### config.mk
export PLATFORM = sky130hd
export DESIGN_NAME = sine_square_pulse_generator
export DESIGN_NICKNAME = d
export VERILOG_FILES = /design/src/design/sspg_pkg.sv /design/src/design/sspg_fifo.sv /design/src/design/sspg_front.sv /design/src/design/sspg_back.sv /design/src/design/sine_square_pulse_generator.sv
export VERILOG_INCLUDE_DIRS = /design/src /design/src/design
export SDC_FILE = /design/constraint.sdc
export NUM_CORES = 2
export LEC_CHECK = 0
export ABC_CLOCK_PERIOD_IN_PS = 37900
export BUFFER_PORTS_ARGS = -buffer_cell sky130_fd_sc_hd__buf_4
export CAP_MARGIN = 40
export CELL_PAD_IN_SITES_DETAIL_PLACEMENT = 0
export CELL_PAD_IN_SITES_GLOBAL_PLACEMENT = 1
export CORE_MARGIN = 3
export CORE_UTILIZATION = 53
export DETAILED_ROUTE_END_ITERATION = 8
export PLACE_DENSITY_LB_ADDON = 0.08
export RECOVER_POWER = 100
export SKIP_CTS_REPAIR_TIMING = 1
export SKIP_LAST_GASP = 1
export SYNTH_ARGS = -nofsm -noshare
export SYNTH_HDL_FRONTEND = slang
export SYNTH_HIERARCHICAL = 1
export SYNTH_SLANG_ARGS = --single-unit
### constraint.sdc
create_clock -name clk -period 37.9 [get_ports clk]
set_clock_uncertainty 0.2 [all_clocks]
set_input_delay 7.58 -clock clk [delete_from_list [all_inputs] [get_ports clk]]
set_output_delay 7.58 -clock clk [all_outputs]
set_load 0.1 [all_outputs]
### src/design/sine_square_pulse_generator_macros.svh
// Assertion macros shared by the sine/square/pulse generator RTL
`ifndef SINE_SQUARE_PULSE_GENERATOR_MACROS_SVH
`define SINE_SQUARE_PULSE_GENERATOR_MACROS_SVH

// Check an implication or plain property on every clock outside reset
`define SSPG_ASSERT(lbl, clk, rst_n, prop, msg) \
  lbl: assert property (@(posedge clk) disable iff (!rst_n) prop) else $error(msg);

// Check that a condition never occurs outside reset
`define SSPG_ASSERT_NEVER(lbl, clk, rst_n, cond, msg) \
  lbl: assert property (@(posedge clk) disable iff (!rst_n) !(cond)) else $error(msg);

`endif

### src/design/sspg_pkg.sv
// Types, codes and constants of the sine/square/pulse generator
package sspg_pkg;

  localparam int DEF_SINE_ADDR_BITS = 10;
  localparam int DEF_TIME_BITS      = 32;
  localparam int CMD_DEPTH          = 2;
  localparam int RES_DEPTH          = 2;

  typedef enum logic [1:0] {
    FUNC_TICK   = 2'd0,
    FUNC_MODE   = 2'd1,
    FUNC_FSCALE = 2'd2,
    FUNC_ASCALE = 2'd3
  } func_t;

  typedef enum logic [1:0] {
    MODE_OFF    = 2'd0,
    MODE_SINE   = 2'd1,
    MODE_SQUARE = 2'd2,
    MODE_PULSE  = 2'd3
  } mode_t;

  typedef enum logic [1:0] {
    ACT_SET,
    ACT_TOGGLE,
    ACT_KEEP
  } mode_act_t;

  localparam logic [2:0] REQ_TOGGLE = 3'd4;

  localparam logic [2:0] CFG_FREQ_MIN   = 3'd0;
  localparam logic [2:0] CFG_FREQ_MAX   = 3'd1;
  localparam logic [2:0] CFG_AMP_MIN    = 3'd2;
  localparam logic [2:0] CFG_AMP_MAX    = 3'd3;
  localparam logic [2:0] CFG_START_FREQ = 3'd4;
  localparam logic [2:0] CFG_START_AMP  = 3'd5;

  localparam logic [31:0] RST_FREQ_MIN   = 32'd0;
  localparam logic [31:0] RST_FREQ_MAX   = 32'hFFFF_FFFF;
  localparam logic [14:0] RST_AMP_MIN    = 15'd0;
  localparam logic [14:0] RST_AMP_MAX    = 15'd32767;
  localparam logic [31:0] RST_START_FREQ = 32'd42949673;
  localparam logic [14:0] RST_START_AMP  = 15'd16384;

  localparam logic [31:0] Q15_MAX   = 32'd32767;
  localparam logic [63:0] Q30_HALF  = 64'h0000_0000_2000_0000;
  localparam logic [30:0] RND_HALF  = 31'd16384;
  localparam logic [2:0]  POLY_TOP  = 3'd4;

  typedef struct packed {
    logic [1:0]  func;
    logic [2:0]  mode_request;
    logic [15:0] factor;
  } in_word_t;

  typedef struct packed {
    logic signed [15:0] sample;
    logic               active;
    logic [1:0]         mode_now;
    logic               limit_hit;
  } out_word_t;

  typedef struct packed {
    func_t       func;
    mode_act_t   act;
    mode_t       mode_set;
    logic [15:0] factor;
  } cmd_t;

  typedef struct packed {
    logic        we;
    logic [2:0]  index;
    logic [31:0] data;
  } cfg_wr_t;

  // Q30 coefficients of the quarter-wave sine polynomial
  function automatic logic [31:0] poly_coef(input logic [2:0] k);
    logic [31:0] c;
    case (k)
      3'd0:    c = 32'd1686629713;
      3'd1:    c = 32'd693598564;
      3'd2:    c = 32'd85569278;
      3'd3:    c = 32'd5026937;
      3'd4:    c = 32'd172272;
      default: c = 32'd0;
    endcase
    return c;
  endfunction

endpackage

### src/design/sspg_fifo.sv
// Small register queue used for commands and results
module sspg_fifo import sspg_pkg::*; #(
  parameter type T     = logic,
  parameter int  DEPTH = 2
) (
  input  logic clk,
  input  logic rst_n,
  input  logic push,
  output logic full,
  input  T     din,
  input  logic pop,
  output logic empty,
  output T     dout
);

  localparam int AW = (DEPTH > 1) ? $clog2(DEPTH) : 1;
  localparam int CW = $clog2(DEPTH + 1);

  T              mem_r [DEPTH];
  logic [AW-1:0] wp_r, rp_r;
  logic [CW-1:0] cnt_r;
  logic          do_push, do_pop;

  assign full    = (cnt_r == CW'(DEPTH));
  assign empty   = (cnt_r == '0);
  assign dout    = mem_r[rp_r];
  assign do_push = push && !full;
  assign do_pop  = pop && !empty;

  always_ff @(posedge clk) begin
    if (!rst_n) begin
      wp_r  <= '0;
      rp_r  <= '0;
      cnt_r <= '0;
    end else begin
      if (do_push) begin
        wp_r <= (wp_r == AW'(DEPTH - 1)) ? '0 : wp_r + 1'b1;
      end
      if (do_pop) begin
        rp_r <= (rp_r == AW'(DEPTH - 1)) ? '0 : rp_r + 1'b1;
      end
      if (do_push && !do_pop) begin
        cnt_r <= cnt_r + 1'b1;
      end else if (do_pop && !do_push) begin
        cnt_r <= cnt_r - 1'b1;
      end
    end
  end

  always_ff @(posedge clk) begin
    if (do_push) begin
      mem_r[wp_r] <= din;
    end
  end

endmodule

### src/design/sspg_front.sv
// Front end: accept input words, decode them into commands, queue them
module sspg_front import sspg_pkg::*; (
  input  logic     clk,
  input  logic     rst_n,
  input  logic     in_push,
  output logic     in_full,
  input  in_word_t in_word,
  output logic     q_valid,
  output cmd_t     q_cmd,
  input  logic     q_pop
);

  cmd_t cmd;
  logic q_empty;

  always_comb begin
    cmd.func     = func_t'(in_word.func);
    cmd.factor   = in_word.factor;
    cmd.mode_set = mode_t'(in_word.mode_request[1:0]);
    if (!in_word.mode_request[2]) begin
      cmd.act = ACT_SET;
    end else if (in_word.mode_request == REQ_TOGGLE) begin
      cmd.act = ACT_TOGGLE;
    end else begin
      cmd.act = ACT_KEEP;
    end
  end

  sspg_fifo #(.T(cmd_t), .DEPTH(CMD_DEPTH)) u_cmdq (
    .clk   (clk),
    .rst_n (rst_n),
    .push  (in_push),
    .full  (in_full),
    .din   (cmd),
    .pop   (q_pop),
    .empty (q_empty),
    .dout  (q_cmd)
  );

  assign q_valid = !q_empty;

endmodule

### src/design/sspg_back.sv
// Back end: generator state, shared multiplier and command sequencer
`include "sine_square_pulse_generator_macros.svh"

module sspg_back import sspg_pkg::*; #(
  parameter int SINE_ADDR_BITS = DEF_SINE_ADDR_BITS,
  parameter int TIME_BITS      = DEF_TIME_BITS
) (
  input  logic      clk,
  input  logic      rst_n,
  input  cfg_wr_t   cfg,
  input  logic      q_valid,
  input  cmd_t      q_cmd,
  output logic      q_pop,
  output logic      res_push,
  output out_word_t res_word,
  input  logic      res_full
);

  localparam int QB = SINE_ADDR_BITS - 2;

  typedef enum logic [4:0] {
    ST_IDLE, ST_MODE,
    ST_TLO, ST_THI, ST_XX, ST_X2, ST_POLY, ST_SIN, ST_ROUND, ST_TFIN,
    ST_FMUL, ST_FCHK, ST_FLO, ST_FMID, ST_FHI,
    ST_AMUL, ST_ACHK,
    ST_DONE
  } state_t;

  state_t               state_r, state_nxt;
  logic [1:0]           k_r, k_nxt;
  logic [TIME_BITS-1:0] time_r, time_nxt;
  logic [39:0]          offset_r, offset_nxt;
  logic [31:0]          freq_r, freq_nxt;
  logic [14:0]          amp_r, amp_nxt;
  mode_t                mode_r, mode_nxt;
  logic [31:0]          freq_min_r, freq_max_r;
  logic [14:0]          amp_min_r, amp_max_r;
  out_word_t            res_r, res_nxt;

  cmd_t                 cmd_r;
  logic [63:0]          prod_r;
  logic [31:0]          frac_r, lowhi_r;
  logic                 carry_r;
  logic                 pend_r;
  logic [30:0]          x_r, x2_r;
  logic [1:0]           quad_r;
  logic [31:0]          nf_r;
  logic [39:0]          d_r, acc_r;

  logic [31:0]          mul_a, mul_b;
  logic [63:0]          t64;
  logic                 cfg_we;

  logic [32:0]          fsum;
  logic [63:0]          pint;
  logic signed [65:0]   ip;
  logic [SINE_ADDR_BITS-1:0] idx;
  logic [QB-1:0]        rq;
  logic [QB:0]          r;
  logic [30:0]          x;
  logic [63:0]          psh;
  logic [31:0]          tval;
  logic [63:0]          vsum;
  logic [14:0]          v;
  logic [29:0]          mag;
  logic [30:0]          rsum;
  logic signed [15:0]   rr;
  logic                 nz, neg;
  logic signed [15:0]   amp_s;
  logic signed [15:0]   samp;
  mode_t                tick_mode;
  logic [39:0]          nf;
  logic                 f_ok;
  logic [22:0]          na;
  logic                 a_ok;

  assign cfg_we = cfg.we;
  assign t64    = 64'(time_r);

  always_ff @(posedge clk) begin
    prod_r <= 64'(mul_a) * 64'(mul_b);
  end

  always_comb begin
    fsum  = 33'(prod_r[31:0]) + 33'(offset_r[31:0]);
    pint  = 64'(lowhi_r) + prod_r;
    ip    = $signed({2'b00, pint}) + $signed({{58{offset_r[39]}}, offset_r[39:32]})
            + $signed({65'd0, carry_r});
    idx   = frac_r[31 -: SINE_ADDR_BITS];
    rq    = idx[QB-1:0];
    r     = idx[QB] ? (((QB + 1)'(1) << QB) - {1'b0, rq}) : {1'b0, rq};
    x     = {r, {(30 - QB){1'b0}}};
    psh   = prod_r >> 30;
    tval  = poly_coef({1'b0, k_r}) - psh[31:0];
    vsum  = prod_r + Q30_HALF;
    v     = (vsum[63:30] > 34'(Q15_MAX)) ? Q15_MAX[14:0] : vsum[44:30];
    mag   = prod_r[29:0];
    rsum  = 31'(mag) + RND_HALF;
    rr    = $signed(rsum[30:15]);
    nz    = (mag != '0);
    neg   = quad_r[1] && nz;
    amp_s = $signed({1'b0, amp_r});
    nf    = prod_r[47:8];
    f_ok  = (nf < {8'd0, freq_max_r}) && (nf > {8'd0, freq_min_r});
    na    = prod_r[30:8];
    a_ok  = (na < {8'd0, amp_max_r}) && (na > {8'd0, amp_min_r});
    tick_mode = (mode_r == MODE_PULSE && pend_r) ? MODE_OFF : mode_r;
    if (tick_mode == MODE_SQUARE) begin
      samp = (!neg && nz) ? amp_s : -amp_s;
    end else begin
      samp = neg ? -rr : rr;
    end
  end

  always_comb begin
    state_nxt  = state_r;
    k_nxt      = k_r;
    time_nxt   = time_r;
    offset_nxt = offset_r;
    freq_nxt   = freq_r;
    amp_nxt    = amp_r;
    mode_nxt   = mode_r;
    res_nxt    = res_r;
    q_pop      = 1'b0;
    res_push   = 1'b0;
    mul_a      = '0;
    mul_b      = '0;
    case (state_r)
      ST_IDLE: begin
        if (q_valid) begin
          q_pop = 1'b1;
          case (q_cmd.func)
            FUNC_TICK:   state_nxt = ST_TLO;
            FUNC_MODE:   state_nxt = ST_MODE;
            FUNC_FSCALE: state_nxt = ST_FMUL;
            FUNC_ASCALE: state_nxt = ST_AMUL;
            default:     state_nxt = ST_IDLE;
          endcase
        end
      end
      ST_MODE: begin
        time_nxt   = '0;
        offset_nxt = '0;
        case (cmd_r.act)
          ACT_SET:    mode_nxt = cmd_r.mode_set;
          ACT_TOGGLE: mode_nxt = (mode_r == MODE_OFF) ? MODE_SINE : MODE_OFF;
          default:    mode_nxt = mode_r;
        endcase
        res_nxt.sample    = '0;
        res_nxt.active    = (mode_nxt != MODE_OFF);
        res_nxt.mode_now  = mode_nxt;
        res_nxt.limit_hit = 1'b0;
        state_nxt         = ST_DONE;
      end
      ST_TLO: begin
        mul_a     = freq_r;
        mul_b     = t64[31:0];
        state_nxt = ST_THI;
      end
      ST_THI: begin
        mul_a     = freq_r;
        mul_b     = t64[63:32];
        state_nxt = ST_XX;
      end
      ST_XX: begin
        mul_a     = 32'(x);
        mul_b     = 32'(x);
        state_nxt = ST_X2;
      end
      ST_X2: begin
        mul_a     = 32'(prod_r[60:30]);
        mul_b     = poly_coef(POLY_TOP);
        k_nxt     = 2'd3;
        state_nxt = ST_POLY;
      end
      ST_POLY: begin
        mul_b = tval;
        if (k_r != 2'd0) begin
          mul_a = 32'(x2_r);
          k_nxt = k_r - 2'd1;
        end else begin
          mul_a     = 32'(x_r);
          state_nxt = ST_SIN;
        end
      end
      ST_SIN: begin
        mul_a     = prod_r[61:30];
        mul_b     = Q15_MAX;
        state_nxt = ST_ROUND;
      end
      ST_ROUND: begin
        mul_a     = 32'(amp_r);
        mul_b     = 32'(v);
        state_nxt = ST_TFIN;
      end
      ST_TFIN: begin
        mode_nxt          = tick_mode;
        time_nxt          = time_r + 1'b1;
        res_nxt.sample    = samp;
        res_nxt.active    = (tick_mode != MODE_OFF);
        res_nxt.mode_now  = tick_mode;
        res_nxt.limit_hit = 1'b0;
        state_nxt         = ST_DONE;
      end
      ST_FMUL: begin
        mul_a     = freq_r;
        mul_b     = 32'(cmd_r.factor);
        state_nxt = ST_FCHK;
      end
      ST_FCHK: begin
        mul_a = freq_r - nf[31:0];
        mul_b = t64[31:0];
        if (f_ok) begin
          state_nxt = ST_FLO;
        end else begin
          res_nxt.sample    = '0;
          res_nxt.active    = (mode_r != MODE_OFF);
          res_nxt.mode_now  = mode_r;
          res_nxt.limit_hit = 1'b1;
          state_nxt         = ST_DONE;
        end
      end
      ST_FLO: begin
        mul_a     = 32'(d_r[39:32]);
        mul_b     = 32'(t64[7:0]);
        state_nxt = ST_FMID;
      end
      ST_FMID: begin
        mul_a     = 32'(d_r[7:0]);
        mul_b     = 32'(t64[39:32]);
        state_nxt = ST_FHI;
      end
      ST_FHI: begin
        offset_nxt        = offset_r + acc_r + {prod_r[7:0], 32'd0};
        freq_nxt          = nf_r;
        res_nxt.sample    = '0;
        res_nxt.active    = (mode_r != MODE_OFF);
        res_nxt.mode_now  = mode_r;
        res_nxt.limit_hit = 1'b0;
        state_nxt         = ST_DONE;
      end
      ST_AMUL: begin
        mul_a     = 32'(amp_r);
        mul_b     = 32'(cmd_r.factor);
        state_nxt = ST_ACHK;
      end
      ST_ACHK: begin
        if (a_ok) begin
          amp_nxt = na[14:0];
        end
        res_nxt.sample    = '0;
        res_nxt.active    = (mode_r != MODE_OFF);
        res_nxt.mode_now  = mode_r;
        res_nxt.limit_hit = !a_ok;
        state_nxt         = ST_DONE;
      end
      ST_DONE: begin
        if (!res_full) begin
          res_push  = 1'b1;
          state_nxt = ST_IDLE;
        end
      end
      default: state_nxt = ST_IDLE;
    endcase
    if (cfg_we && cfg.index == CFG_START_FREQ) begin
      freq_nxt = cfg.data;
    end
    if (cfg_we && cfg.index == CFG_START_AMP) begin
      amp_nxt = cfg.data[14:0];
    end
  end

  always_ff @(posedge clk) begin
    if (!rst_n) begin
      state_r    <= ST_IDLE;
      k_r        <= '0;
      time_r     <= '0;
      offset_r   <= '0;
      freq_r     <= RST_START_FREQ;
      amp_r      <= RST_START_AMP;
      mode_r     <= MODE_OFF;
      freq_min_r <= RST_FREQ_MIN;
      freq_max_r <= RST_FREQ_MAX;
      amp_min_r  <= RST_AMP_MIN;
      amp_max_r  <= RST_AMP_MAX;
      res_r      <= '0;
    end else begin
      state_r  <= state_nxt;
      k_r      <= k_nxt;
      time_r   <= time_nxt;
      offset_r <= offset_nxt;
      freq_r   <= freq_nxt;
      amp_r    <= amp_nxt;
      mode_r   <= mode_nxt;
      res_r    <= res_nxt;
      if (cfg_we) begin
        case (cfg.index)
          CFG_FREQ_MIN: freq_min_r <= cfg.data;
          CFG_FREQ_MAX: freq_max_r <= cfg.data;
          CFG_AMP_MIN:  amp_min_r  <= cfg.data[14:0];
          CFG_AMP_MAX:  amp_max_r  <= cfg.data[14:0];
          default:      freq_min_r <= freq_min_r;
        endcase
      end
    end
  end

  // Datapath holding registers
  always_ff @(posedge clk) begin
    if (q_pop) begin
      cmd_r <= q_cmd;
    end
    if (state_r == ST_THI) begin
      frac_r  <= fsum[31:0];
      carry_r <= fsum[32];
      lowhi_r <= prod_r[63:32];
    end
    if (state_r == ST_XX) begin
      pend_r <= (ip > 66'sd1) || ((ip == 66'sd1) && (frac_r != '0));
      x_r    <= x;
      quad_r <= idx[SINE_ADDR_BITS-1 -: 2];
    end
    if (state_r == ST_X2) begin
      x2_r <= prod_r[60:30];
    end
    if (state_r == ST_FCHK) begin
      nf_r <= nf[31:0];
      d_r  <= {8'd0, freq_r} - nf;
    end
    if (state_r == ST_FLO) begin
      acc_r <= prod_r[39:0];
    end
    if (state_r == ST_FMID) begin
      acc_r <= acc_r + {prod_r[7:0], 32'd0};
    end
  end

  assign res_word = res_r;

  `SSPG_ASSERT(a_active_matches_mode, clk, rst_n, res_push |-> (res_r.active == (res_r.mode_now != MODE_OFF)), "active flag disagrees with reported mode")
  `SSPG_ASSERT(a_hit_only_on_scale, clk, rst_n, (res_push && res_r.limit_hit) |-> (cmd_r.func == FUNC_FSCALE || cmd_r.func == FUNC_ASCALE), "limit hit on a non-scaling word")
  `SSPG_ASSERT(a_freq_hold, clk, rst_n, (state_r != ST_FHI && !cfg_we) |=> $stable(freq_r), "frequency changed outside scaling or config write")
  `SSPG_ASSERT(a_tick_advance, clk, rst_n, (state_r == ST_TFIN) |=> (time_r == TIME_BITS'($past(time_r) + 1'b1)), "tick did not advance time by one")

endmodule

### src/design/sine_square_pulse_generator.sv
// Tick: an accepted word runs a chain of dependent products through the single shared
// 32x32 multiplier; the sequencer pops no new command until the result is pushed.
// Mode change needs no product; a refused frequency scaling skips the offset products.
// Command and result queues hold two words each, so input is taken while a result waits.
// Reset is synchronous on rst_n low: queues empty, limits and start values to defaults,
// frequency and amplitude loaded from the start values, time and offset zero, mode off.
module sine_square_pulse_generator import sspg_pkg::*; #(
  parameter int SINE_ADDR_BITS = DEF_SINE_ADDR_BITS,
  parameter int TIME_BITS      = DEF_TIME_BITS
) (
  input  logic        clk,
  input  logic        rst_n,
  input  logic        in_push,
  output logic        in_full,
  input  in_word_t    in_word,
  input  logic        out_pop,
  output logic        out_empty,
  output out_word_t   out_word,
  input  logic        cfg_valid,
  output logic        cfg_ready,
  input  logic [2:0]  cfg_index,
  input  logic [31:0] cfg_data
);

  logic      q_valid, q_pop;
  cmd_t      q_cmd;
  logic      res_push, res_full;
  out_word_t res_word;
  cfg_wr_t   cfg;

  assign cfg_ready = 1'b1;
  assign cfg.we    = cfg_valid && cfg_ready;
  assign cfg.index = cfg_index;
  assign cfg.data  = cfg_data;

  sspg_front u_front (
    .clk     (clk),
    .rst_n   (rst_n),
    .in_push (in_push),
    .in_full (in_full),
    .in_word (in_word),
    .q_valid (q_valid),
    .q_cmd   (q_cmd),
    .q_pop   (q_pop)
  );

  sspg_back #(
    .SINE_ADDR_BITS (SINE_ADDR_BITS),
    .TIME_BITS      (TIME_BITS)
  ) u_back (
    .clk      (clk),
    .rst_n    (rst_n),
    .cfg      (cfg),
    .q_valid  (q_valid),
    .q_cmd    (q_cmd),
    .q_pop    (q_pop),
    .res_push (res_push),
    .res_word (res_word),
    .res_full (res_full)
  );

  sspg_fifo #(.T(out_word_t), .DEPTH(RES_DEPTH)) u_resq (
    .clk   (clk),
    .rst_n (rst_n),
    .push  (res_push),
    .full  (res_full),
    .din   (res_word),
    .pop   (out_pop),
    .empty (out_empty),
    .dout  (out_word)
  );

endmodule

### Word level (Yosys, flattened, before mapping)

Memories as Yosys holds them, arrays and structs flattened. A register that Yosys moved wholly into a read port is not among the register bits.
Cells that the tools add are included.

* register bits: 554
* bits in writable memories: 84
* input bits: 61
* output and inout port bits: 23
* word-level logic and storage cells: 228
* memories: 2

* add/subtract/negate cells: 25
* multipliers: 1
* magnitude comparators: 6
* equal/unequal tests: 40
* mux-type cells: 55
* reductions and logical operators: 64

Memories
* u_front.u_cmdq.mem_r: words 2, width 22, rd ports 1, clocked after Yosys merged registers in 1, wr ports 1, line sspg_fifo.sv:19 `T mem_r [DEPTH];`
* u_resq.mem_r: words 2, width 20, rd ports 1, clocked after Yosys merged registers in 1, wr ports 1, line sspg_fifo.sv:19

Operators with widths (number)
* one-hot mux 32 bit (9 select lines): 1
* one-hot mux 32 bit (8 select lines): 1
* one-hot mux 32 bit (4 select lines): 1
* adder 40 bit: 3
* one-hot mux 20 bit (5 select lines): 1
* 2-to-1 mux 40 bit: 2
* one-hot mux 40 bit (2 select lines): 1
* one-hot mux 5 bit (15 select lines): 1
* adder 65 x 8 -> 66 bit: 1
* adder 66 x 2 -> 66 bit: 1
* equality test 66 x 2 -> 1 bit, second input constant: 1
* > comparator 66 x 2 -> 1 bit, second input constant: 1
* adder 32 x 64 -> 64 bit: 1
* adder 64 x 30 -> 64 bit, second input constant: 1
* multiplier 32 x 32 -> 64 bit: 1
* 2-to-1 mux 32 bit: 2
* one-hot mux 32 bit (2 select lines): 1
* subtractor 32 bit: 2
* 2-to-1 mux 15 bit: 4
* 2-to-1 mux 16 bit: 3
* equality test 5 x 4 -> 1 bit, second input constant: 8
* > comparator 40 x 32 -> 1 bit: 1
* < comparator 40 x 32 -> 1 bit: 1
* subtractor 32 x 40 -> 40 bit: 1
* 46 further kinds: 150

### Longest topological paths before layout

* depth in word-level cells: 8
* depth in mapped cells: 48
* mapped depth without buffers: 45

### Cells and area by module

The synthesis kept the hierarchy.

By module, submodules not included
* sspg_back: instances 1, cells each 8149, area each 69915.8 µm², seq. area each 12582.1 µm²
* sspg_fifo at u_front.u_cmdq: instances 1, cells each 93, area each 1813.0 µm², seq. area each 1421.4 µm²
* sspg_fifo at u_resq: instances 1, cells each 87, area each 1670.4 µm², seq. area each 1301.2 µm²
* sspg_front: instances 1, cells each 3, area each 23.8 µm², seq. area each 0.0 µm²
* sine_square_pulse_generator: instances 1, cells each 2, area each 11.3 µm², seq. area each 0.0 µm²

### Worst setup path before layout

No wires, ideal clock.

* path kind: reg-to-reg
* start point: register u_back.state_r[4]
* end point: register u_back.prod_r[56]
* setup time: 0.125 ns
* arrival: 11.602 ns
* data required time: 37.575 ns
* slack: 25.973 ns
* cell stages (with the launch flop): 39
* buffers on the path: 3
* clock period less this slack: 11.927 ns
* path through: dfxtp_1 > nand2b_1 > clkbuf_1 > nor3_1 > a22oi_1 > nand2_1 > a221oi_1 > o21ai_0 > clkbuf_1 > nand2_1 > fa_1 > inv_1 > fa_1 > inv_1 > fa_1 > inv_1 > fa_1 > inv_1 > [... 3 more ...] > fa_1 > inv_1 > fa_1 > inv_1 > ha_1 > clkbuf_1 > a21oi_1 > o21ai_0 > a22oi_1 > nand3_1 > a41oi_1 > o31ai_1 > or4_1 > a31oi_1 > o21ai_1 > a211o_1 > a21oi_1 > xnor2_1

* longest elaborated chain between the ends: 4
* elaborated cells on any way between the ends: 19
* those cells by class: mul: 1; eq/ne: 12; mux: 2; reduce/logical: 4

Ends and longest elaborated chain
* from (decl): line sspg_back.sv:29 `state_t state_r, state_nxt;`
* from (signal assigned): line sspg_back.sv:288 `state_r <= state_nxt;`
* equality test 5 x 2 -> 1 bit / equality test 5 x 4 -> 1 bit (equally long branches): line sspg_back.sv:128 `case (state_r)`
* OR reduction 3 bit (no source line) / OR reduction 2 bit (equally long branches)
* one-hot mux 32 bit (9 select lines) / one-hot mux 32 bit (8 select lines) (equally long branches): line sspg_back.sv:128
* multiplier 32 x 32 -> 64 bit *: line sspg_back.sv:81 `prod_r <= 64'(mul_a) * 64'(mul_b);`
* to (signal assigned): line sspg_back.sv:81
* to (decl): line sspg_back.sv:41 `logic [63:0] prod_r;`

Mark *: on every way between the ends. The rest lies on a longest branch, timed or not.
A chain may end at the register's enable or synchronous reset.

### Worst setup path in the final report

* start point: register u_back.state_r[3]
* end point: register u_back.prod_r[56]

The elaborated chain is that of the path after synthesis.

==> results.md <==
- VDD IR max: roughly 0.05 mV
- Ratio of cells with drive above 1 in the final layout: 0.0554
- Tmin final: approximately 17 ns
- Initial Util: 0.538
- Critical Path Sink Type: flip-flop
- Leading area contributor after synthesis: fa_1
- Detail Route Antenna Nets: 0
- Synthesized flop and latch total: around 620
- Post-synthesis sequential area ratio: 0.208
- Gr usage total: 0.371
- Final setup viols: 0
- Dpl hpwl: ~210000 um
- Wire length per cell: between 20 and 30 um
- Most frequent cell after synthesis: inv_1
- Post-synth EDFFs: between 200 and 300
- Final Core Density: 0.577
- Iteration count of the initial detailed-routing pass: 6
- Nature of the critical path startpoint: flip-flop
- Max-cap viol count: 18
- Leak pwr: between 30 and 40 nW
- Worst R2R Start: u_back/state_r[3]$_SDFFE_PN0P_
- Largest net degree at the start of global routing: 67
- Routed vias/inst: 6.12
- Sw Ratio: 0.490
- First-pass GRT wire length: between 300000 and 400000 um
- Initial antenna violation count: 11
- Post-Syn Nets: 9940
- Slowest cell delay on critical path: between 2 and 2.5 ns
- Port bufs: 82
- Number of failing hold endpoints at the final stage: 0
- CP Buf/Inv Count: 9
- Final Wtd Congestion: ~1.0
- Max Slew Vio Count: around 600
- WHS Path Cells: 2
- Pwr Density: between 40 and 50 nW/um^2
- Clock sinks: 615
- DP Worst Slack: ~25 ns
- Internal power: 1.73 mW
- Status: complete, but fails checks
- Placed cell count: 10012
- Clock Path Buffers: 3
- Tcrit/Tclk final: 0.455
- DRT Wirelength: 264000 um
- Total power: around 3.4 mW
- CP dominant cell by count: fa_1
- Row count: 135
- Power share of the sequential group: 0.250
- Worst Path Arrival: about 18 ns
- Min-delay src: u_back/freq_min_r[16]$_SDFFE_PN0P_
- CTS Buf Count: between 60 and 70
- Avg Cell Area, Syn: 8.81 um^2
- Fin nets: between 9000 and 10000
- DR DRC count: 0
- Crit path max-delay cell type: clkbuf_1
- Top cells by area, synth: fa_1, edfxtp_1, ha_1
- Syn Inst Count: 8334
- GRT overflow: 0
- Via count: 62025
- Core area: between 100000 and 150000 um^2
- Failing checks: max-capacitance violations, max-slew violations
- Worst Path Class, Setup: flip-flop to flip-flop
- Async SR Flop Fraction: 0
- R2R Setup Slk: 20.66 ns
- Final setup TNS: 0 ns
- Max Fclk: roughly 58 MHz
- # IOs: 84
- Most instantiated cells after synthesis: inv_1, nand2_1, fa_1
- RSZ-0062 raised after global routing: no
- Chip width: approximately 380 um
- Vert. Die Dim: around 380 um
- Worst R2R End: u_back/prod_r[56]$_DFF_P_
- Non-filler cells in the finished layout: ~10000
- Post-synth cell types: 96
- Depth of the CTS H-tree: 3
- CTS tree: done
- Worst-path fanout max: 47
- Reg2Reg Depth: 36
- Worst-Skew Late Latency: 0.67 ns
- Top_reg_cell synth: dfxtp_1
- Worst slew margin: -1.56
- Vias in the first global route: approximately 60000
- Cell Area, Synth: 73400 um^2
- Yosys warning count: 6
- Worst Hold End: u_back/freq_min_r[16]$_SDFFE_PN0P_
- DIE AREA: approximately 140000 um^2
- Setup ws final: ~21 ns
- Net switching power: between 1.5 and 2 mW
- Req. time, crit path: approximately 38 ns
- Clock power share: 0.206
- Top cell type's share of synthesized area: 0.248
- First DRT Iteration DRCs: between 5000 and 6000
- Area Growth Syn to Fin: 7.30%
- Clock slew at reported path FFs: about 0.07 ns
- Clk root buf: clkbuf_16
- Worst-Margin Slew: around 3.8 ns
- Comb pwr share: 0.543
- Hold Path Class: flip-flop to flip-flop
- CP top delay family: buffers and inverters
sequential cells by signal, indices dropped and copies added (netlist names), 5 cells and up, named ones only:
signal / flops
u_back/freq_min_r: 32
u_back/state_r: 5
u_front/u_cmdq/mem_r: 44
u_back/amp_min_r: 15
u_back/prod_r: 64
u_resq/mem_r: 40
u_back/x2_r: 31
u_back/amp_r: 15
u_back/nf_r: 32
u_back/acc_r: 40
u_back/freq_r: 32
u_back/frac_r: 32
u_back/freq_max_r: 32
u_back/amp_max_r: 15
u_back/cmd_r: 20
u_back/offset_r: 40
u_back/lowhi_r: 32
u_back/res_word: 20
u_back/x_r: 9
u_back/time_r: 32
u_back/d_r: 16
stage by stage:
| step | hold slack [ns] | area (um^2) |
|---|---|---|
| after floorplan | 0.220 | 73400 |
| after global placement | 0.240 | 76400 |
| after detailed placement | 0.245 | 76900 |
| after CTS | 0.255 | 79300 |
| after global routing | 0.268 | 78800 |
| final | 0.255 | 78800 |
placed cells by master, fill, tap and decap left out, types with 19 or more instances in the layout:
cell / synthesis / routed
o21bai_1: 48 / 48
and2_1: 85 / 71
inv_1: 1188 / 1187
and3_1: 81 / 79
mux2_2: 43 / 36
ha_1: 634 / 634
mux2i_1: 37 / 37
nand2_1: 1074 / 1073
o21ai_0: 291 / 289
fa_1: 911 / 911
xor2_1: 71 / 71
nor3_1: 82 / 79
a311oi_1: 39 / 38
a21oi_1: 419 / 416
clkbuf_16: 0 / 69
nor2b_1: 70 / 70
a221o_1: 21 / 19
edfxtp_1: 299 / 299
buf_4: 6 / 159
nor4_1: 33 / 33
a31oi_1: 43 / 43
o21a_1: 70 / 70
clkbuf_1: 322 / 101
o211ai_1: 65 / 65
dfxtp_1: 316 / 315
a211oi_1: 50 / 45
nand2b_1: 75 / 75
nor2_1: 755 / 753
or3_1: 31 / 31
nand4_1: 80 / 80
a22oi_1: 83 / 81
xnor2_1: 279 / 279
o31ai_1: 27 / 27
nand3_1: 122 / 120
a21o_1: 168 / 168
or2_2: 32 / 32
o22ai_1: 28 / 28
tightest hold or removal path, stage by stage, from the launching register on:
cell,delay (ns)
dfxtp_1,0.31
nand2_1,0.05
a21oi_1,0.05
logic make-up after synthesis:
family | after synthesis | synth area share
AND/OR/NAND/NOR | 2581 | 0.156
AO/OA/AOI/OAI | 1586 | 0.144
buffers and inverters | 1576 | 0.0817
adder cells (fa/ha/maj) | 1545 | 0.356
flip-flops | 615 | 0.208
XOR/XNOR | 350 | 0.0417
multiplexers | 80 | 0.0116
other | 1 | 0.0000511
area by class of cell:
cell class / instances / area, um^2
fillers: 12556 / 57700
flip-flops and latches: 615 / 15300
well taps: 1781 / 2230
clock buffers: 81 / 1780
diodes: 4 / 10.0
multi-input cells: 6143 / 52500
inverters: 1192 / 4480
clock inverters: 45 / 556
repair buffers: 281 / 1950
power by group through the flow:
stage	logic, mW	registers [mW]	clock network, mW
2_1_floorplan	1.14	0.833	0
3_3_place_gp	1.77	0.864	0
3_5_place_dp	1.81	0.860	0
4_1_cts	1.82	0.846	0.711
5_1_grt	1.95	0.855	0.736
6_report	1.84	0.850	0.701
routing by layer:
metal  share of wire  wire (um)  GRT usage
met1            0.42     111000      0.518
met2            0.43     113000      0.558
met3            0.10      26600     0.0828
met4           0.051      13400      0.155
met5         0.00013         33          0
worst max path at each step:
stage | start | end | slack [ns] | depth (start not counted)
2_1_floorplan | u_back/state_r[4]$_SDFFE_PN0P_ | u_back/prod_r[56]$_DFF_P_ | 25.97 | 38
3_3_place_gp | u_back/k_r[0]$_SDFFE_PN0P_ | u_back/prod_r[56]$_DFF_P_ | 24.76 | 44
3_5_place_dp | u_back/k_r[0]$_SDFFE_PN0P_ | u_back/prod_r[56]$_DFF_P_ | 24.70 | 45
4_1_cts | u_back/k_r[0]$_SDFFE_PN0P_ | u_back/prod_r[56]$_DFF_P_ | 24.68 | 45
5_1_grt | u_back/state_r[3]$_SDFFE_PN0P_ | u_back/prod_r[62]$_DFF_P_ | 19.98 | 36
6_report | u_back/state_r[3]$_SDFFE_PN0P_ | u_back/prod_r[56]$_DFF_P_ | 20.66 | 36
Note: power is estimated with default switching activity, not from simulation.
